[config.mk]
export PLATFORM = sky130hd
export DESIGN_NAME = register_alu_instruction_executor_flat
export DESIGN_NICKNAME = d
export VERILOG_FILES = /design/src/rtl/raie_pkg.sv /design/src/rtl/raie_if.sv /design/src/rtl/raie_ram.sv /design/src/rtl/register_alu_instruction_executor.sv /design/src/flat_wrapper.sv
export VERILOG_INCLUDE_DIRS = /design/src /design/src/rtl
export SDC_FILE = /design/constraint.sdc
export NUM_CORES = 2
export LEC_CHECK = 0
export BUFFER_PORTS_ARGS = -buffer_cell sky130_fd_sc_hd__clkbuf_2
export CAP_MARGIN = 30
export CORE_MARGIN = 3
export CORE_UTILIZATION = 55
export DETAILED_ROUTE_END_ITERATION = 10
export PLACE_DENSITY = 0.72
export SLEW_MARGIN = 20
export SYNTH_ARGS = -nofsm -noshare
export SYNTH_HDL_FRONTEND = slang
export SYNTH_SLANG_ARGS = --single-unit
export TNS_END_PERCENT = 100
[constraint.sdc]
create_clock -name clk -period 19.2 [get_ports clk]
set_input_delay 3.84 -clock clk [delete_from_list [all_inputs] [get_ports clk]]
set_output_delay 3.84 -clock clk [all_outputs]
set_load 0.005 [all_outputs]
[src/rtl/register_alu_instruction_executor_macros.svh]
// assertion macros for the register alu instruction executor
// used by the top level only, clocked on clk with active-low rst_n
`ifndef REGISTER_ALU_INSTRUCTION_EXECUTOR_MACROS_SVH
`define REGISTER_ALU_INSTRUCTION_EXECUTOR_MACROS_SVH

// same-cycle implication
`define RAIE_ASSERT_NOW(lbl, ante, cons) \
  lbl: assert property (@(posedge clk) disable iff (!rst_n) (ante) |-> (cons)) \
    else $error("raie assertion failed");

// next-cycle implication
`define RAIE_ASSERT_NEXT(lbl, ante, cons) \
  lbl: assert property (@(posedge clk) disable iff (!rst_n) (ante) |=> (cons)) \
    else $error("raie assertion failed");

`endif

[src/rtl/raie_pkg.sv]
// shared widths, opcodes and request codes of the register alu instruction executor
// no dependencies
package raie_pkg;

  localparam int WORD_W    = 32;
  localparam int REG_W     = 3;
  localparam int REQ_W     = 4;
  localparam int CMD_W     = 1;
  localparam int OPC_W     = 4;
  localparam int REG_COUNT = 8;

  localparam logic [CMD_W-1:0] CMD_EXEC = 1'b0;
  localparam logic [CMD_W-1:0] CMD_WB   = 1'b1;

  localparam logic [OPC_W-1:0] OP_CMOV     = 4'd0;
  localparam logic [OPC_W-1:0] OP_LOAD     = 4'd1;
  localparam logic [OPC_W-1:0] OP_STORE    = 4'd2;
  localparam logic [OPC_W-1:0] OP_ADD      = 4'd3;
  localparam logic [OPC_W-1:0] OP_MUL      = 4'd4;
  localparam logic [OPC_W-1:0] OP_DIV      = 4'd5;
  localparam logic [OPC_W-1:0] OP_NAND     = 4'd6;
  localparam logic [OPC_W-1:0] OP_HALT     = 4'd7;
  localparam logic [OPC_W-1:0] OP_MAP      = 4'd8;
  localparam logic [OPC_W-1:0] OP_UNMAP    = 4'd9;
  localparam logic [OPC_W-1:0] OP_OUTPUT   = 4'd10;
  localparam logic [OPC_W-1:0] OP_INPUT    = 4'd11;
  localparam logic [OPC_W-1:0] OP_LOADPROG = 4'd12;
  localparam logic [OPC_W-1:0] OP_LOADI    = 4'd13;
  // unassigned opcodes, both answered with a bad-opcode request
  localparam logic [OPC_W-1:0] OP_RSVD_LO  = 4'd14;
  localparam logic [OPC_W-1:0] OP_RSVD_HI  = 4'd15;

  typedef enum logic [REQ_W-1:0] {
    RQ_NONE     = 4'd0,
    RQ_LOAD     = 4'd1,
    RQ_STORE    = 4'd2,
    RQ_MAP      = 4'd3,
    RQ_UNMAP    = 4'd4,
    RQ_OUTPUT   = 4'd5,
    RQ_INPUT    = 4'd6,
    RQ_LOADPROG = 4'd7,
    RQ_HALT     = 4'd8,
    RQ_DIVZERO  = 4'd9,
    RQ_BADOP    = 4'd10
  } request_t;

endpackage

[src/rtl/raie_if.sv]
// valid/ready channel interfaces for instruction items and request items
// depends on raie_pkg
interface raie_in_if;
  import raie_pkg::*;

  logic              valid;
  logic              ready;
  logic [CMD_W-1:0]  command;
  logic [WORD_W-1:0] instr_word;
  logic [REG_W-1:0]  wb_reg;
  logic [WORD_W-1:0] wb_value;

  modport source (output valid, command, instr_word, wb_reg, wb_value, input ready);
  modport sink (input valid, command, instr_word, wb_reg, wb_value, output ready);
endinterface

interface raie_out_if;
  import raie_pkg::*;

  logic              valid;
  logic              ready;
  logic [REQ_W-1:0]  request;
  logic [WORD_W-1:0] addr_segment;
  logic [WORD_W-1:0] addr_offset;
  logic [WORD_W-1:0] data_value;
  logic [REG_W-1:0]  target_reg;

  modport source (output valid, request, addr_segment, addr_offset, data_value, target_reg,
                  input ready);
  modport sink (input valid, request, addr_segment, addr_offset, data_value, target_reg,
                output ready);
endinterface

[src/rtl/raie_ram.sv]
// generic single-write, single-read ram with registered read data
// no dependencies
module raie_ram #(
  parameter int WIDTH = 32,
  parameter int DEPTH = 8
) (
  input  logic                     clk,
  input  logic                     we,
  input  logic [$clog2(DEPTH)-1:0] waddr,
  input  logic [WIDTH-1:0]         wdata,
  input  logic [$clog2(DEPTH)-1:0] raddr,
  output logic [WIDTH-1:0]         rdata
);

  logic [WIDTH-1:0] mem [DEPTH];

  always_ff @(posedge clk) begin
    if (we) begin
      mem[waddr] <= wdata;
    end
    rdata <= mem[raddr];
  end

endmodule

[src/rtl/register_alu_instruction_executor.sv]
// register alu instruction executor of the 32-bit universal machine, top level
// depends on raie_pkg, raie_if, raie_ram and the macros header
//
// Takes one item at a time: in_ch.ready is high only while the sequencer is idle.
// A writeback item goes straight to the register write. An execute item reads r[B], r[C] and r[A] one
// after another through the single read port of the register ram, then executes and
// writes back (no write when a conditional move does not fire); divide first runs the
// radix-2 restoring divider before the write. A request item goes to an output register
// and the block returns to idle; a further request waits only if that register is
// still full. Registers read as zero until first written (a valid bit per register).
module register_alu_instruction_executor #(
  parameter int NUM_REGISTERS = raie_pkg::REG_COUNT
) (
  input logic        clk,
  input logic        rst_n,
  raie_in_if.sink    in_ch,
  raie_out_if.source out_ch
);
  import raie_pkg::*;

  localparam int RIDX_W = $clog2(NUM_REGISTERS);
  localparam int CNT_W  = $clog2(WORD_W);

  typedef enum logic [2:0] {
    S_IDLE, S_RDB, S_RDC, S_RDA, S_EXEC, S_DIV, S_WB, S_EMIT
  } state_t;

  state_t                   state_r;
  logic [WORD_W-1:0]        word_r;
  logic [WORD_W-1:0]        ra_r, rb_r, rc_r;
  logic                     rd_vld_r;
  logic [NUM_REGISTERS-1:0] vld_r;
  logic [RIDX_W-1:0]        wr_addr_r;
  logic [WORD_W-1:0]        wr_data_r;
  logic [WORD_W-1:0]        rem_r, quo_r;
  logic [CNT_W-1:0]         div_cnt_r;

  logic                     out_valid_r;
  logic [REQ_W-1:0]         req_r;
  logic [WORD_W-1:0]        seg_r, off_r, data_r;
  logic [REG_W-1:0]         tgt_r;

  logic [OPC_W-1:0]  opc;
  logic [REG_W-1:0]  fa, fb, fc;
  logic [RIDX_W-1:0] raddr;
  logic [WORD_W-1:0] ram_rdata, rdata_eff;
  logic              ram_we;
  logic              in_acc;
  logic              emit_fire;

  logic [WORD_W:0]   rem_sh, diff;
  logic              ge;
  logic [WORD_W-1:0] rem_nxt, quo_nxt;
  logic [WORD_W-1:0] prod;

  request_t          e_req;
  logic [WORD_W-1:0] e_seg, e_off, e_data;
  logic [REG_W-1:0]  e_tgt;

  assign opc = word_r[31:28];
  assign fa  = word_r[8:6];
  assign fb  = word_r[5:3];
  assign fc  = word_r[2:0];

  assign in_ch.ready = (state_r == S_IDLE);
  assign in_acc      = in_ch.valid && in_ch.ready;
  assign ram_we      = (state_r == S_WB);

  // output register is free now or is emptied at this edge
  assign emit_fire   = (state_r == S_EMIT) && (!out_valid_r || out_ch.ready);

  always_comb begin
    case (state_r)
      S_RDC:   raddr = RIDX_W'(fc);
      S_RDA:   raddr = RIDX_W'(fa);
      default: raddr = RIDX_W'(fb);
    endcase
  end

  raie_ram #(
    .WIDTH (WORD_W),
    .DEPTH (NUM_REGISTERS)
  ) u_regs (
    .clk   (clk),
    .we    (ram_we),
    .waddr (wr_addr_r),
    .wdata (wr_data_r),
    .raddr (raddr),
    .rdata (ram_rdata)
  );

  // never-written registers read as zero
  assign rdata_eff = rd_vld_r ? ram_rdata : '0;

  // one restoring divide step
  assign rem_sh  = {rem_r, quo_r[WORD_W-1]};
  assign diff    = rem_sh - {1'b0, rc_r};
  assign ge      = !diff[WORD_W];
  assign rem_nxt = ge ? diff[WORD_W-1:0] : rem_sh[WORD_W-1:0];
  assign quo_nxt = {quo_r[WORD_W-2:0], ge};

  assign prod = rb_r * rc_r;

  always_comb begin
    e_req  = RQ_BADOP;
    e_seg  = '0;
    e_off  = '0;
    e_data = '0;
    e_tgt  = '0;
    case (opc)
      OP_LOAD: begin
        e_req = RQ_LOAD;
        e_seg = rb_r;
        e_off = rc_r;
        e_tgt = fa;
      end
      OP_STORE: begin
        e_req  = RQ_STORE;
        e_seg  = ra_r;
        e_off  = rb_r;
        e_data = rc_r;
      end
      OP_DIV:  e_req = RQ_DIVZERO;
      OP_HALT: e_req = RQ_HALT;
      OP_MAP: begin
        e_req  = RQ_MAP;
        e_data = rc_r;
        e_tgt  = fb;
      end
      OP_UNMAP: begin
        e_req = RQ_UNMAP;
        e_seg = rc_r;
      end
      OP_OUTPUT: begin
        e_req  = RQ_OUTPUT;
        e_data = WORD_W'(rc_r[7:0]);
      end
      OP_INPUT: begin
        e_req = RQ_INPUT;
        e_tgt = fc;
      end
      OP_LOADPROG: begin
        e_req = RQ_LOADPROG;
        e_seg = rb_r;
        e_off = rc_r;
      end
      default: e_req = RQ_BADOP;
    endcase
  end

  always_ff @(posedge clk) begin
    if (!rst_n) begin
      state_r     <= S_IDLE;
      out_valid_r <= 1'b0;
      vld_r       <= '0;
      rd_vld_r    <= 1'b0;
    end else begin
      rd_vld_r <= vld_r[raddr];
      if (emit_fire) begin
        out_valid_r <= 1'b1;
      end else if (out_valid_r && out_ch.ready) begin
        out_valid_r <= 1'b0;
      end
      case (state_r)
        S_IDLE: begin
          if (in_acc) begin
            word_r <= in_ch.instr_word;
            if (in_ch.command == CMD_WB) begin
              wr_addr_r <= RIDX_W'(in_ch.wb_reg);
              wr_data_r <= in_ch.wb_value;
              state_r   <= S_WB;
            end else begin
              state_r <= S_RDB;
            end
          end
        end
        S_RDB: state_r <= S_RDC;
        S_RDC: begin
          rb_r    <= rdata_eff;
          state_r <= S_RDA;
        end
        S_RDA: begin
          rc_r    <= rdata_eff;
          state_r <= S_EXEC;
        end
        S_EXEC: begin
          ra_r      <= rdata_eff;
          wr_addr_r <= (opc == OP_LOADI) ? RIDX_W'(word_r[27:25]) : RIDX_W'(fa);
          case (opc)
            OP_CMOV: begin
              wr_data_r <= rb_r;
              state_r   <= (rc_r != '0) ? S_WB : S_IDLE;
            end
            OP_ADD: begin
              wr_data_r <= rb_r + rc_r;
              state_r   <= S_WB;
            end
            OP_MUL: begin
              wr_data_r <= prod;
              state_r   <= S_WB;
            end
            OP_NAND: begin
              wr_data_r <= ~(rb_r & rc_r);
              state_r   <= S_WB;
            end
            OP_DIV: begin
              if (rc_r == '0) begin
                state_r <= S_EMIT;
              end else begin
                rem_r     <= '0;
                quo_r     <= rb_r;
                div_cnt_r <= CNT_W'(WORD_W - 1);
                state_r   <= S_DIV;
              end
            end
            OP_LOADI: begin
              wr_data_r <= WORD_W'(word_r[24:0]);
              state_r   <= S_WB;
            end
            default: state_r <= S_EMIT;
          endcase
        end
        S_DIV: begin
          rem_r     <= rem_nxt;
          quo_r     <= quo_nxt;
          div_cnt_r <= div_cnt_r - 1'b1;
          if (div_cnt_r == '0) begin
            wr_data_r <= quo_nxt;
            state_r   <= S_WB;
          end
        end
        S_WB: begin
          vld_r[wr_addr_r] <= 1'b1;
          state_r          <= S_IDLE;
        end
        S_EMIT: begin
          // wait for the output register to be free
          if (emit_fire) begin
            req_r   <= e_req;
            seg_r   <= e_seg;
            off_r   <= e_off;
            data_r  <= e_data;
            tgt_r   <= e_tgt;
            state_r <= S_IDLE;
          end
        end
        default: state_r <= S_IDLE;
      endcase
    end
  end

  assign out_ch.valid        = out_valid_r;
  assign out_ch.request      = req_r;
  assign out_ch.addr_segment = seg_r;
  assign out_ch.addr_offset  = off_r;
  assign out_ch.data_value   = data_r;
  assign out_ch.target_reg   = tgt_r;

`include "register_alu_instruction_executor_macros.svh"

  `RAIE_ASSERT_NEXT(a_wb_item_writes, in_acc && in_ch.command == CMD_WB, state_r == S_WB)
  `RAIE_ASSERT_NEXT(a_div_starts, state_r == S_EXEC && opc == OP_DIV && rc_r != '0, state_r == S_DIV)
  `RAIE_ASSERT_NEXT(a_div_counts, state_r == S_DIV && div_cnt_r != '0, state_r == S_DIV && div_cnt_r == $past(div_cnt_r) - 1'b1)
  `RAIE_ASSERT_NEXT(a_write_marks_valid, state_r == S_WB, vld_r[$past(wr_addr_r)] && state_r == S_IDLE)

endmodule
[src/flat_wrapper.sv]
// flat-port wrapper written by rule: the top's interface ports become plain ports
module register_alu_instruction_executor_flat import raie_pkg::*;
#(
  parameter int NUM_REGISTERS = raie_pkg::REG_COUNT
)
  (clk, rst_n, in_ch_valid, in_ch_command, in_ch_instr_word, in_ch_wb_reg, in_ch_wb_value, in_ch_ready, out_ch_valid, out_ch_request, out_ch_addr_segment, out_ch_addr_offset, out_ch_data_value, out_ch_target_reg, out_ch_ready);
  raie_in_if in_ch_i ();
  raie_out_if out_ch_i ();
  input logic clk;
  input logic rst_n;
  input wire logic [$bits(in_ch_i.valid)-1:0] in_ch_valid;
  input wire logic [$bits(in_ch_i.command)-1:0] in_ch_command;
  input wire logic [$bits(in_ch_i.instr_word)-1:0] in_ch_instr_word;
  input wire logic [$bits(in_ch_i.wb_reg)-1:0] in_ch_wb_reg;
  input wire logic [$bits(in_ch_i.wb_value)-1:0] in_ch_wb_value;
  output wire logic [$bits(in_ch_i.ready)-1:0] in_ch_ready;
  output wire logic [$bits(out_ch_i.valid)-1:0] out_ch_valid;
  output wire logic [$bits(out_ch_i.request)-1:0] out_ch_request;
  output wire logic [$bits(out_ch_i.addr_segment)-1:0] out_ch_addr_segment;
  output wire logic [$bits(out_ch_i.addr_offset)-1:0] out_ch_addr_offset;
  output wire logic [$bits(out_ch_i.data_value)-1:0] out_ch_data_value;
  output wire logic [$bits(out_ch_i.target_reg)-1:0] out_ch_target_reg;
  input wire logic [$bits(out_ch_i.ready)-1:0] out_ch_ready;
  assign in_ch_i.valid = in_ch_valid;
  assign in_ch_i.command = in_ch_command;
  assign in_ch_i.instr_word = in_ch_instr_word;
  assign in_ch_i.wb_reg = in_ch_wb_reg;
  assign in_ch_i.wb_value = in_ch_wb_value;
  assign in_ch_ready = in_ch_i.ready;
  assign out_ch_valid = out_ch_i.valid;
  assign out_ch_request = out_ch_i.request;
  assign out_ch_addr_segment = out_ch_i.addr_segment;
  assign out_ch_addr_offset = out_ch_i.addr_offset;
  assign out_ch_data_value = out_ch_i.data_value;
  assign out_ch_target_reg = out_ch_i.target_reg;
  assign out_ch_i.ready = out_ch_ready;
  register_alu_instruction_executor #(.NUM_REGISTERS(NUM_REGISTERS)) u_core (.clk(clk), .rst_n(rst_n), .in_ch(in_ch_i), .out_ch(out_ch_i));
endmodule
### After elaboration in Yosys (flattened, before gate mapping)

Memory sizes are Yosys's and may differ from the RTL's. A register that Yosys moved wholly into a read port is not among the register bits.
Cells that the tools add are included.

| storage, ports and cells | value |
|---|---|
| register bits | 348 |
| bits in writable memories | 256 |
| logic and storage cells | 126 |
| memories | 1 |

Memories:

| name | depth | bits a word | rd ports | clocked after memory_dff | wr ports | line | RTL |
|---|---|---|---|---|---|---|---|
| u_core.u_regs.mem | 8 | 32 | 1 | 1 | 1 | raie_ram.sv:15 | `logic [WIDTH-1:0] mem [DEPTH];` |

| cells by class | value |
|---|---|
| $add $sub $neg | 3 |
| $mul | 1 |
| $lt $le $gt $ge | 3 |
| equality and inequality tests | 27 |
| mux-type cells | 42 |
| bitwise gates (word level) | 3 |
| reductions and logical operators | 28 |

Operators by type and width:

| cell | number |
|---|---|
| $mux W32 | 9 |
| $pmux W32 S2 | 4 |
| $pmux W32 S3 | 2 |
| $pmux W32 S5 | 1 |
| $pmux W4 S9 | 1 |
| $sub A33 B32 Y33 | 1 |
| $add A32 B32 Y32 | 1 |
| $and A32 B32 Y32 | 1 |
| $logic_not A32 Y1 | 1 |
| $mul A32 B32 Y32 | 1 |
| $not A32 Y32 | 1 |
| $reduce_bool A32 Y1 | 1 |
| $eq A4 B4 Y1 const B | 6 |
| $mux W3 | 8 |
| $pmux W3 S8 | 1 |
| $pmux W3 S3 | 2 |
| $eq A4 B3 Y1 const B | 4 |
| $eq A3 B3 Y1 const B | 4 |
| $pmux W3 S2 | 2 |
| $mux W5 | 2 |
| $pmux W5 S2 | 1 |
| $reduce_and A3 Y1 | 3 |
| $eq A4 B2 Y1 const B | 2 |
| $lt A3 B4 Y1 const B | 2 |
| 26 further kinds | 46 |

### Depth between registers and ports, before layout

| depth | value |
|---|---|
| depth after elaboration | 5 |
| gate-level depth with buffers | 28 |
| mapped depth without buffers | 26 |

### Hierarchy

From an unflattened synthesis, not the netlist that was laid out.

| unflattened totals | value |
|---|---|
| cell total of the unflattened synthesis | 3773 |
| area total of the unflattened synthesis | 44067.3 sq um |

Modules (own cells, without submodules):

| module | instances | cells an instance | area an instance (sq um) | seq. area each (sq um) |
|---|---|---|---|---|
| register_alu_instruction_executor | 1 | 3358 | 33601.0 | 10319.9 |
| raie_ram | 1 | 415 | 10466.3 | 8328.0 |

### Worst setup path before layout

Ideal clock, no wire load.

| timing | value |
|---|---|
| path type | input to register |
| start | in rst_n |
| end | reg u_core.div_cnt_r[0], enable pin |
| library setup time | 0.581 ns |
| arrival | 8.634 ns |
| slack | 9.985 ns |
| stages | 2 |
| buffers on the path | 0 |
| path through | inv_1 > nor3_1 |

| between the ends | value |
|---|---|
| word-level cells in the longest chain between the ends | 1 |

Ends and longest elaborated chain:

| what | line | RTL |
|---|---|---|
| start: declaration | flat_wrapper.sv:10 | `input logic rst_n;` |
| $reduce_and A4 Y1 (no line) | -- |  |
| end signal: assignment | register_alu_instruction_executor.sv:212 | `div_cnt_r <= CNT_W'(WORD_W - 1);` |
| end signal: assignment | register_alu_instruction_executor.sv:226 | `div_cnt_r <= div_cnt_r - 1'b1;` |
| end: declaration | register_alu_instruction_executor.sv:36 | `logic [CNT_W-1:0] div_cnt_r;` |

Every way passes these cells.
A chain may end at the register's enable or synchronous reset.

### Final worst setup path

| timing | value |
|---|---|
| start | reg u_core.rc_r[6] |
| end | reg u_core.wr_data_r[27] (data pin) |

| between the ends | value |
|---|---|
| word-level cells in the longest chain between the ends | 3 |
| elaborated cells on any way between the ends | 4 |
| classes of those cells | add/sub (1); mul (1); mux (2) |

Ends and longest elaborated chain:

| what | line | RTL |
|---|---|---|
| start: declaration | register_alu_instruction_executor.sv:30 | `logic [WORD_W-1:0] ra_r, rb_r, rc_r;` |
| start signal: assignment | register_alu_instruction_executor.sv:183 | `rc_r <= rdata_eff;` |
| $mul A32 B32 Y32 or $add A32 B32 Y32 (tied branches) | register_alu_instruction_executor.sv:102, register_alu_instruction_executor.sv:195 |  |
| $pmux W32 S5 * | register_alu_instruction_executor.sv:189 | `case (opc)` |
| $pmux W32 S3 * | register_alu_instruction_executor.sv:164 | `case (state_r)` |
| end signal: assignment | register_alu_instruction_executor.sv:170 | `wr_data_r <= in_ch.wb_value;` |
| end signal: assignment | register_alu_instruction_executor.sv:191 | `wr_data_r <= rb_r;` |
| end signal: assignment | register_alu_instruction_executor.sv:195 | `wr_data_r <= rb_r + rc_r;` |
| end: declaration | register_alu_instruction_executor.sv:34 | `logic [WORD_W-1:0] wr_data_r;` |

Every way passes the cells marked *; elsewhere a longest branch is shown, timed or not.

==> impl_metrics.toml <==
[clock_tree]
cts-htree-levels = 3
ctsHoldBuffers = 0
numClockSinks = 636
cts.path.max_buffers = 3
post_cts_resized = 0
cts_buffers = 69
post_cts_buffers = 0
clk_pin_slew_ps = 60
clk_latency_ps = 640
tritoncts = "done"
cts_root_buf = "clkbuf_16"

[layout]
post-route-util_pct = 62.0
nFillCells = 6132
seq_area_sq_mm = 0.0186
multi_input_area_sq_mm = 0.0227
final_cell_area_sq_mm = 0.0484
mostFrequentLayoutCells = "edfxtp_1 (591), inv_1 (472), nand2_1 (430)"
largest_reg_flops = 256
final_layout_size_suffix_gt1_share_pct = 13.1
area_growth_pct = 10.6
diodes = 0
layout.nets = 4548
final_common_cell = "edfxtp_1"
top_register = "u_core.u_regs.mem"

[min_path]
min_from = "u_core.vld_r[1]"
whs_endpoint = "u_core.vld_r[1]"
hold_path_class = "reg -> reg"
min_path_cells = 2

[synth]
yosys_warnings = 0
synth_top_family_by_area = "adder cells"
ys_ff_latch = 636
synth.distinct_cells = 76
synth-async-reset-ratio_pct = 0
synth.avg_cell_area_sq_um = 11.7
muxShareOfSynthArea_pct = 5.14
synth_cells = 3753
netlist_area_sq_mm = 0.0438
synth-simple-area-share_pct = 11.9
synth-compound-area-share_pct = 7.64
syn-num-nets = 4423
synthAdderAreaFrac_pct = 24.1
synth_edf_count = 591
synth-xor-area-share_pct = 2.64
synth-main-ff-cell = "edfxtp_1"
seq_area_frac_synth_pct = 42.6

[critical_path]
required_ps = 19540
worstSetupPathType = "reg -> reg"
crit_path_cell_trace = "buf_4, ha_1, fa_1, fa_1, inv_1, fa_1, fa_1, inv_1, ha_1, ha_1, fa_1, fa_1, ha_1, nor4_1, or4_1, a21oi_1, o41ai_1, o21bai_1, xor2_1, a21oi_1, o211ai_1"
cpMaxStageDelayCell = "o41ai_1"
crit_fanout = 21
path_buf_inv = 3
crit_path_end_kind = "register"
crit_cells = 21
r2r-start = "u_core.rc_r[6]"
r2r_cells = 21
path_delay_family = "adder cells"
cp.arrival_ps = 8410
startpoint_type = "register"
reg2reg_to = "u_core.wr_data_r[27]"
cp_common_cell = "fa_1"
r2r_setup_slack_ps = 11130
cp_slowest_stage_delay_ps = 710

[global_route]
grt_pass1_vias = 30800
antenna_found_initial = 1
grt_pass1_wl_um = 189000
grt-ovfl-total = 0
grt_max_degree = 73
track_usage_pct = 30.5

[route]
wl_per_cell_um = 24.9
top_layer_used = "met5"
firstDrtPassIters = 6
wirelength_um = 124000
initialDrtViolationCount = 3327
vias = 29900
dr_wl_met3_um = 12700
met2_wirelength_um = 57000
drc = 0
drtAntennaViolNets = 0
via_per_inst = 6.01
met1Wirelength_um = 48600

[floorplanning]
die_h_um = 288
ios = 177
die_w_um = 288
core_area_sq_mm = 0.0781
start_util_pct = 56.1
rows = 102
die_area_sq_mm = 0.0830

[place]
portBuffers = 176
dp_hpwl_um = 85600
placed_area_sq_mm = 0.0460
gp_congestion = 0.952
place_ws_ps = 11330

[flow_run]
drv_cap = 0

[sta]
final_max_slew_viol_count = 0
fin_crit_sh_pct = 42.0
rsz0062_at_grt = "no"
min_period_ps = 8070
finClkSkew_ps = 57.6
fin_tns_setup_ps = 0
max_freq_mhz = 124
setup_viol = 0
hold_violations = 0
worst_pin_slew_ps = 1060
worst_slack_ps = 11130
slew_headroom_pct = 29.6

[outcome]
status = "completed"
-- worst max-delay path by stage --
| stage | slack, ps | from | end |
|---|---|---|---|
| 6_report | 11130 | u_core.rc_r[6] | u_core.wr_data_r[27] |
| 5_1_grt | 10830 | u_core.rc_r[6] | u_core.wr_data_r[23] |
| 4_1_cts | 11260 | u_core.rb_r[9] | u_core.wr_data_r[27] |
| 3_5_place_dp | 11330 | u_core.rc_r[6] | u_core.wr_data_r[23] |
| 3_3_place_gp | 11410 | u_core.rc_r[6] | u_core.wr_data_r[23] |
| 2_1_floorplan | 9990 | rst_n | u_core.div_cnt_r[0] |
-- synth_stat cells, types with 6 or more instances --
cell	instances	area share (%)
xor2_1	45	0.90
mux2_2	33	0.85
nor3_1	29	0.33
a21oi_1	102	1.2
a22oi_1	15	0.26
o21ai_1	9	0.10
clkbuf_1	192	1.6
o221ai_1	12	0.24
o21a_1	18	0.31
a221oi_1	16	0.32
a22o_1	32	0.64
or3_1	8	0.11
xnor2_1	87	1.7
fa_1	410	19
nand3_1	19	0.22
a31oi_1	13	0.19
buf_2	6	0.069
and2_1	335	4.8
o31ai_1	6	0.10
a222oi_1	33	0.75
o21ai_0	93	1.1
inv_1	472	4.0
nor4_1	11	0.16
a211oi_1	23	0.39
nand4_1	8	0.11
nand2b_1	28	0.40
mux2i_1	39	0.89
and3_1	9	0.13
o22ai_1	6	0.086
mux4_2	66	3.4
dfxtp_1	45	2.1
ha_1	188	5.4
edfxtp_1	591	41
nor2b_1	12	0.17
buf_1	12	0.10
nor2_1	168	1.4
o21bai_1	7	0.12
o211ai_1	24	0.41
a21o_1	32	0.55
nand2_1	431	3.7
-- area by class of cell --
type | count | area share [%]
Tap cell | 1040 | 2.69
Clock inverter | 43 | 1.11
Inverter | 473 | 3.67
Timing Repair Buffer | 267 | 3.33
Multi-Input combinational cell | 2431 | 46.9
Sequential cell | 636 | 38.5
Clock buffer | 84 | 3.74
-- layer usage --
metal / vias to the layer above / GRT usage (%)
met2: 1560 / 47.9
met1: 15100 / 41.6
met4: 2 / 12.2
met5: - / 0
met3: 272 / 7.06
li1: 13000 / -
-- tightest hold or removal path: stages, from the launching register on --
cell and delay [ps]:
dfxtp_1 320, nor2_1 50, nor2_1 70
-- stage by stage --
| stage | hold WS, ps | cells |
|---|---|---|
| final | 471 | 4974 |
| after CTS | 476 | 4972 |
| after detailed placement | 461 | 4845 |
| after global routing | 514 | 4974 |
| after global placement | 444 | 4842 |
| after floorplan | 435 | 3753 |
-- kinds of logic (layout without fill, tap and decap cells) --
group,count (synthesis),count (layout)
AO/OA/AOI/OAI,484,484
XOR/XNOR,132,132
adder cells (fa/ha/maj),598,598
buffers and inverters,686,867
flip-flops,636,636
multiplexers,138,138
AND/OR/NAND/NOR,1079,1079
Power is not shown: default switching activity piles up to over one toggle a cycle in this logic, so the estimate is an artifact.
